### src/hdl/hard_pkg.sv
// ----------------------------------------------------------------------------
// hard_pkg
// Shared types, codes and helpers for the hex archive record deframer.
// ----------------------------------------------------------------------------
package hard_pkg;

  localparam int unsigned LenDigitsDefault = 8;
  localparam int unsigned CharW            = 8;
  localparam int unsigned LenW             = 32;
  localparam int unsigned NibW             = 4;

  typedef enum logic [1:0] {
    PH_NAME_HDR = 2'd0,
    PH_NAME     = 2'd1,
    PH_DATA_HDR = 2'd2,
    PH_DATA     = 2'd3
  } phase_e;

  typedef enum logic [2:0] {
    KIND_NAME  = 3'd0,
    KIND_BYTE  = 3'd1,
    KIND_BAD   = 3'd2,
    KIND_EMPTY = 3'd3,
    KIND_ODD   = 3'd4
  } kind_e;

  typedef struct packed {
    kind_e            kind;
    logic [CharW-1:0] value;
    logic             last;
  } result_t;

  // {bad, nibble}; anything outside 0-9 and A-F reads as zero and is bad
  function automatic logic [NibW:0] hex_nibble(input logic [CharW-1:0] ch);
    logic [NibW:0] r;
    if (ch inside {[8'h30:8'h39]}) begin
      r = {1'b0, NibW'(ch - 8'h30)};
    end else if (ch inside {[8'h41:8'h46]}) begin
      r = {1'b0, NibW'(ch - 8'h41 + 8'd10)};
    end else begin
      r = {1'b1, {NibW{1'b0}}};
    end
    return r;
  endfunction

endpackage

### src/hdl/hex_archive_record_deframer_unit.sv
// ----------------------------------------------------------------------------
// hex_archive_record_deframer_unit
// Walks an archive character stream and emits name characters and data bytes.
// ----------------------------------------------------------------------------
// usage
//   input channel: one archive character per beat on archive_char_i,
//   in_valid_i / in_ready_o handshake
//   output channel: one result per beat on kind_o, value_o, last_o,
//   out_valid_o / out_ready_i handshake; valid header digits (bar the last
//   of an empty data header) and a pair's first digit (bar a lone trailing
//   one) give no result beat; last_o marks the final result of a record
// timing
//   one character per cycle sustained unless a result waits for out_ready_i;
//   a taken character is held in the character register, and its result
//   goes on to the result register that drives the outputs; a single parse
//   step lies between the two registers
// reset
//   rst_ni low clears both registers' valid flags and returns the parser to
//   the name length header of a new record
// stall
//   a held result stays put while out_ready_i is low; the next character
//   still moves on if it makes no result, otherwise it waits in the
//   character register and in_ready_o drops until the result register frees
// ----------------------------------------------------------------------------
module hex_archive_record_deframer_unit import hard_pkg::*; #(
  parameter int unsigned LEN_DIGITS = LenDigitsDefault
) (
  input  logic             clk_i,
  input  logic             rst_ni,
  input  logic             in_valid_i,
  output logic             in_ready_o,
  input  logic [CharW-1:0] archive_char_i,
  output logic             out_valid_o,
  input  logic             out_ready_i,
  output logic [2:0]       kind_o,
  output logic [CharW-1:0] value_o,
  output logic             last_o
);

  // character register
  logic             ch_valid_q, ch_valid_d;
  logic [CharW-1:0] ch_q;

  logic    emit;
  logic    step;
  logic    space;
  result_t res;
  result_t res_q;

  // a character moves on when its result, if any, has a place to go
  assign step       = ch_valid_q && (!emit || space);
  assign in_ready_o = !ch_valid_q || step;
  assign ch_valid_d = (in_valid_i && in_ready_o) || (ch_valid_q && !step);

  always_ff @(posedge clk_i or negedge rst_ni) begin
    if (!rst_ni) begin
      ch_valid_q <= 1'b0;
    end else begin
      ch_valid_q <= ch_valid_d;
    end
  end

  always_ff @(posedge clk_i) begin
    if (in_valid_i && in_ready_o) begin
      ch_q <= archive_char_i;
    end
  end

  // parse step: state update and result for the held character
  hard_parse #(
    .LEN_DIGITS (LEN_DIGITS)
  ) u_parse (
    .clk_i        (clk_i),
    .rst_ni       (rst_ni),
    .item_valid_i (ch_valid_q),
    .char_i       (ch_q),
    .step_i       (step),
    .emit_o       (emit),
    .res_o        (res)
  );

  // result register toward the receiver
  hard_out_reg u_out (
    .clk_i   (clk_i),
    .rst_ni  (rst_ni),
    .load_i  (step && emit),
    .data_i  (res),
    .space_o (space),
    .valid_o (out_valid_o),
    .ready_i (out_ready_i),
    .data_o  (res_q)
  );

  assign kind_o  = res_q.kind;
  assign value_o = res_q.value;
  assign last_o  = res_q.last;

endmodule

### src/hdl/hard_parse.sv
// ----------------------------------------------------------------------------
// hard_parse
// Record parser state and the one-character decode step.
// ----------------------------------------------------------------------------
module hard_parse import hard_pkg::*; #(
  parameter int unsigned LEN_DIGITS = LenDigitsDefault
) (
  input  logic             clk_i,
  input  logic             rst_ni,
  input  logic             item_valid_i,
  input  logic [CharW-1:0] char_i,
  input  logic             step_i,
  output logic             emit_o,
  output result_t          res_o
);

  localparam int unsigned DigW = (LEN_DIGITS > 1) ? $clog2(LEN_DIGITS) : 1;
  localparam logic [DigW-1:0] DigLast = DigW'(LEN_DIGITS - 1);

  phase_e          phase_q, phase_d;
  logic [DigW-1:0] dig_q, dig_d;
  logic [LenW-1:0] acc_q, acc_d;
  logic [LenW-1:0] rem_q, rem_d;
  logic [NibW-1:0] hi_q, hi_d;
  logic            half_q, half_d;
  logic            pbad_q, pbad_d;

  logic            bad;
  logic [NibW-1:0] nib;
  logic [LenW-1:0] acc_shift;
  logic            rem_one;
  logic            emit;
  result_t         res;

  assign {bad, nib} = hex_nibble(char_i);
  assign acc_shift  = {acc_q[LenW-NibW-1:0], nib};
  assign rem_one    = (rem_q == LenW'(1));

  always_comb begin
    phase_d = phase_q;
    dig_d   = dig_q;
    acc_d   = acc_q;
    rem_d   = rem_q;
    hi_d    = hi_q;
    half_d  = half_q;
    pbad_d  = pbad_q;
    emit    = 1'b0;
    res     = '{kind: KIND_NAME, value: '0, last: 1'b0};
    case (phase_q)
      PH_NAME_HDR, PH_DATA_HDR: begin
        acc_d = acc_shift;
        if (bad) begin
          emit     = 1'b1;
          res.kind = KIND_BAD;
        end
        if (dig_q == DigLast) begin
          dig_d = '0;
          acc_d = '0;
          if (phase_q == PH_NAME_HDR) begin
            rem_d   = acc_shift;
            phase_d = (acc_shift == '0) ? PH_DATA_HDR : PH_NAME;
          end else if (acc_shift == '0) begin
            // empty data field closes the record
            emit     = 1'b1;
            res.kind = KIND_EMPTY;
            res.last = 1'b1;
            phase_d  = PH_NAME_HDR;
          end else begin
            rem_d   = acc_shift;
            half_d  = 1'b0;
            pbad_d  = 1'b0;
            phase_d = PH_DATA;
          end
        end else begin
          dig_d = DigW'(dig_q + 1'b1);
        end
      end
      PH_NAME: begin
        emit      = 1'b1;
        res.kind  = KIND_NAME;
        res.value = char_i;
        rem_d     = rem_q - LenW'(1);
        if (rem_one) begin
          phase_d = PH_DATA_HDR;
        end
      end
      PH_DATA: begin
        rem_d = rem_q - LenW'(1);
        if (!half_q) begin
          if (rem_one) begin
            // lone trailing digit
            emit     = 1'b1;
            res.kind = KIND_ODD;
            res.last = 1'b1;
            phase_d  = PH_NAME_HDR;
          end else begin
            hi_d   = nib;
            pbad_d = bad;
            half_d = 1'b1;
          end
        end else begin
          emit      = 1'b1;
          res.value = {hi_q, nib};
          res.kind  = (bad || pbad_q) ? KIND_BAD : KIND_BYTE;
          half_d    = 1'b0;
          pbad_d    = 1'b0;
          if (rem_one) begin
            res.last = 1'b1;
            phase_d  = PH_NAME_HDR;
          end
        end
      end
      default: begin
        phase_d = PH_NAME_HDR;
      end
    endcase
  end

  assign emit_o = item_valid_i && emit;
  assign res_o  = res;

  always_ff @(posedge clk_i or negedge rst_ni) begin
    if (!rst_ni) begin
      phase_q <= PH_NAME_HDR;
      dig_q   <= '0;
      acc_q   <= '0;
      rem_q   <= '0;
      hi_q    <= '0;
      half_q  <= 1'b0;
      pbad_q  <= 1'b0;
    end else if (step_i) begin
      phase_q <= phase_d;
      dig_q   <= dig_d;
      acc_q   <= acc_d;
      rem_q   <= rem_d;
      hi_q    <= hi_d;
      half_q  <= half_d;
      pbad_q  <= pbad_d;
    end
  end

`ifndef SYNTHESIS
  a_count_live : assert property (@(posedge clk_i) disable iff (!rst_ni)
    (phase_q == PH_NAME || phase_q == PH_DATA) |-> (rem_q != '0))
    else $error("remaining count is zero inside a counted phase");

  a_name_emits : assert property (@(posedge clk_i) disable iff (!rst_ni)
    (item_valid_i && phase_q == PH_NAME) |-> (emit_o && res_o.kind == KIND_NAME))
    else $error("name character produced no result");

  a_last_ends_record : assert property (@(posedge clk_i) disable iff (!rst_ni)
    (step_i && emit_o && res_o.last) |=> (phase_q == PH_NAME_HDR && dig_q == '0))
    else $error("record end did not restart at the name header");

  a_half_only_in_data : assert property (@(posedge clk_i) disable iff (!rst_ni)
    half_q |-> (phase_q == PH_DATA))
    else $error("pair half held outside the data phase");
`endif

endmodule

### src/hdl/hard_out_reg.sv
// ----------------------------------------------------------------------------
// hard_out_reg
// Result register with valid/ready hand-off to the downstream side.
// ----------------------------------------------------------------------------
module hard_out_reg import hard_pkg::*; (
  input  logic    clk_i,
  input  logic    rst_ni,
  input  logic    load_i,
  input  result_t data_i,
  output logic    space_o,
  output logic    valid_o,
  input  logic    ready_i,
  output result_t data_o
);

  logic    valid_q, valid_d;
  result_t data_q;

  assign space_o = !valid_q || ready_i;
  assign valid_d = load_i || (valid_q && !ready_i);

  always_ff @(posedge clk_i or negedge rst_ni) begin
    if (!rst_ni) begin
      valid_q <= 1'b0;
    end else begin
      valid_q <= valid_d;
    end
  end

  always_ff @(posedge clk_i) begin
    if (load_i) begin
      data_q <= data_i;
    end
  end

  assign valid_o = valid_q;
  assign data_o  = data_q;

endmodule
### config.mk
export PLATFORM = sky130hd
export DESIGN_NAME = hex_archive_record_deframer_unit
export DESIGN_NICKNAME = d
export VERILOG_FILES = /design/src/hdl/hard_pkg.sv /design/src/hdl/hex_archive_record_deframer_unit.sv /design/src/hdl/hard_parse.sv /design/src/hdl/hard_out_reg.sv
export SDC_FILE = /design/constraint.sdc
export NUM_CORES = 1
export LEC_CHECK = 0
export ABC_CLOCK_PERIOD_IN_PS = 3100
export BUFFER_PORTS_ARGS = -buffer_cell sky130_fd_sc_hd__buf_2
export CAP_MARGIN = 20
export CORE_MARGIN = 1.5
export CORE_UTILIZATION = 45
export DETAILED_ROUTE_END_ITERATION = 10
export GPL_TIMING_DRIVEN = 0
export PLACE_DENSITY_LB_ADDON = 0.08
export SLEW_MARGIN = 0
export SYNTH_ARGS = -nofsm -noshare
export SYNTH_HDL_FRONTEND = slang
export SYNTH_SLANG_ARGS = --single-unit
export TNS_END_PERCENT = 5
### constraint.sdc
create_clock -name clk_i -period 3.1 [get_ports clk_i]
set_input_delay 0.62 -clock clk_i [delete_from_list [all_inputs] [get_ports clk_i]]
set_output_delay 0.62 -clock clk_i [all_outputs]
set_load 0.02 [all_outputs]
==> key figures <==
CTS
  • Clk root buf: clkbuf_8
  • H-tree depth: 3
  • Clk_lat worst skew: 380 ps
  • Number of hold buffers added after CTS: 0
  • Clk sink count: 93
  • Num CTS Buffers: 9
  • Clock Pin Slew Worst Setup and Hold Paths: approximately 100 ps
  • CTS tree: done
  • CTS Buffer Depth: 2

Power and ir drop
  • Psw: 2040 µW
  • Pwr Density: 865 mW/mm²
  • Worst IR Drop VDD: 0.376 mV
  • Share of power burned in registers: about 42%
  • Sw frac: 41.7%
  • Power share of the combinational group: 42.7%
  • Leakage power: approximately 0.0023 µW
  • Clock share of power: 15.7%
  • Internal: 2850 µW

STA
  • Final hold vios: 0
  • Slew Limit Fails: 0
  • Period utilization: 107%
  • Worst-margin pin slew: 706 ps
  • Final Worst Setup Slack: -229 ps
  • Slew margin rel.: 53.0%
  • Final TNS setup: -229 ps
  • Endpoints failing setup: 1
  • Crit path time final: around 3300 ps
  • Unrepaired setup endpoints after global routing: true
  • Fmax: 0.300 GHz
  • Skew final: 18.2 ps
  • Final hold slack: 82.3 ps

Finish
  • Most common cell after layout, fill and taps aside: dfrtp_1
  • P&R area growth vs syn: 15.2%
  • Most frequent cells in the layout: 73 x dfrtp_1, 33 x nor2_1, 30 x nand2_1, 30 x buf_2, 26 x a22o_1
  • Design Area, Final: around 0.0056 mm²
  • Nets: 537
  • Ratio of cells with drive above 1 in the final layout: 20.3%
  • Ant diodes: 0

Outcome
  • Failing checks: negative setup slack
  • Status: finished, violations left

Setup path
  • Origin of the worst setup path: ch_q[0]
  • Critical path endpoint: in_ready_o
  • Worst path slowest cell: edfxtp_1
  • R2R cell count: 9
  • Worst reg2reg setup slack: 70 ps
  • Critical path data arrival time: roughly 2700 ps
  • Crit-path cells: ha_2, nand2b_4, o2111a_2, a22oi_2, and4_4, a21o_1, o221ai_4, or2_4, buf_6
  • Critical Path Source Type: flip-flop
  • Crit-path max cell delay: 480 ps
  • Crit Path Class: flip-flop to output port
  • Nature of the critical path endpoint: output port
  • CP Max Fanout: 5
  • R2R Path End: u_parse.acc_q[19]
  • Reg2reg start: ch_q[3]
  • CP required: 2480 ps

Routing
  • Routed len/inst: 21.2 µm
  • Via Count: 4224
  • DRT iter0 DRCs: 395
  • Total iterations of the first detailed-routing run: 5
  • Antenna-violating nets left: 0
  • Drt drc: 0
  • Total Routed Length: approximately 14000 µm
  • Via/cell ratio: 6.43

Die
  • Std cell rows: 37
  • Ports: 26
  • Vert. Die Dim: 107 µm
  • DIE AREA: approximately 0.012 mm²
  • DIE WIDTH: 107 µm
  • Initial core utilization: 46.9%
  • Core ar.: 0.0105 mm²

Placed design
  • DP Wirelength: about 9600 µm
  • Cell Area, Placed: approximately 0.0052 mm²
  • Port Buffer Count: 25
  • GP Congestion: 0.892

Logic synthesis
  • Synth cell types: 66
  • Post-synthesis sequential area ratio: between 40 and 50%
  • Syn nets: about 490
  • Ys Warns: 0
  • Yosys top cell area share: 37.3%
  • FFs w/ async S/R, synth: 78.5%
  • Main synth FF type: dfrtp_1
  • Mapped Cells: 464
  • Syn Std Cell Area: 0.00490 mm²
  • Synth area leader: dfrtp_1
  • Seq cells post-synth: 93
  • Post-synth EDFFs: 20
  • Largest cells by area after synthesis: dfrtp_1 37%, edfxtp_1 12%, a221o_1 4.9%
  • Mean Syn Cell Area: about 11 µm²

Global route
  • Initial antenna violation count: 0
  • Pin count of the biggest net entering global routing: 61
  • Number of global-route vias before repair: 4002
  • Total GRT Usage: between 20% and 30%
  • First-pass GRT wire length: 22500 µm
  • Total gr overflow: 0

Min path
  • HP Class: primary input to asynchronous set/reset pin

Flow run
  • Max_cap viols: 0
-- flip-flops by register name (all words and copies together) (netlist names) --
signal           count
u_parse.rem_q       32
u_out.data_o        12
u_parse.phase_q      2
u_parse.dig_q        3
u_parse.pbad_q       1
u_out.valid_o        1
ch_q                 8
u_parse.acc_q       28
u_parse.half_q       1
u_parse.hi_q         4
ch_valid_q           1
-- critical path: cells and delay by family (launching register included) --
kind                       cells  cell delay [ps]
and+or+nand+nor                3              670
AOI/OAI and AO/OA              4              840
DFF                            1              480
adders and majority gates      1              230
buffers and inverters          1              130
-- power by group through the flow --
stage / logic, µW / clock network (µW) / registers [µW]
floorplan: 1380 / 0 / 1950
global placement: 1860 / 0 / 2010
detailed placement: 1900 / 0 / 2020
CTS: 2050 / 787 / 2000
global route: 2320 / 842 / 2080
finish: 2090 / 768 / 2030
-- area by class of cell --
type	instances	area [µm²]
Buffer	24	129
Clock buffer	12	155
Clock inverter	4	23.8
Timing Repair Buffer	41	278
Tap cell	136	170
Multi-Input combinational cell	335	2420
Sequential cell	93	2430
Fill cell	952	4820
Inverter	12	45.0
-- cells in the mapped netlist (all sizes together) (7+ instances only) --
master / count
nand3b: 10
nand2: 31
a221o: 24
o21ai: 17
nor2: 34
clkbuf: 10
nand2b: 7
or3: 7
nand3: 14
and2: 9
nor4: 15
dfrtp: 73
buf: 14
a21oi: 11
o22ai: 11
inv: 12
a22o: 26
nor3: 16
nand4: 10
a22oi: 8
edfxtp: 20
nor2b: 7
ha: 9
-- per-layer routing --
metal | global-route usage [%] | share of wire (%) | vias to the layer above
met4 | 10.2 | 2.2 | 0
met5 | 0 | 0 | -
met1 | 38.4 | 47 | 2087
li1 | - | - | 1928
met2 | 36.7 | 43 | 180
met3 | 5.87 | 7.5 | 29
-- through the flow --
stage | worst slack (ps) | cells | util, % | total power [µW]
3_5_place_dp | -897 | 626 | 50.0 | 3920
3_3_place_gp | -808 | 625 | 49.7 | 3870
5_1_grt | -341 | 657 | 54.0 | 5240
6_report | -229 | 657 | 54.0 | 4880
2_1_floorplan | 60.2 | 464 | - | 3320
4_1_cts | -238 | 654 | 53.5 | 4840
-- repair_timing --
action | CTS | global route
buffers inserted | 12 | 3
pin swaps | 7 | 6
resized for setup | 23 | 6
setup endpoints to repair | 82 | 62
-- cell families after synthesis --
kind of cell | synth area share (%)
AO/OA/AOI/OAI | 22.7
AND/OR/NAND/NOR | 20.2
adder cells (fa/ha/maj) | 2.30
multiplexers | 1.76
flip-flops | 49.5
buffers and inverters | 3.50
-- worst min path at each step --
stage,startpoint,endpoint,slack (ps),cells past startpoint
floorplan,rst_ni,ch_valid_q,320,0
global placement,u_parse.hi_q[2],u_parse.hi_q[2],460,2
detailed placement,u_parse.hi_q[2],u_parse.hi_q[2],480,2
CTS,rst_ni,u_parse.rem_q[0],80,1
global route,rst_ni,u_parse.rem_q[1],70,1
finish,rst_ni,u_parse.rem_q[1],80,1
Power figures use the tool's default switching activity.
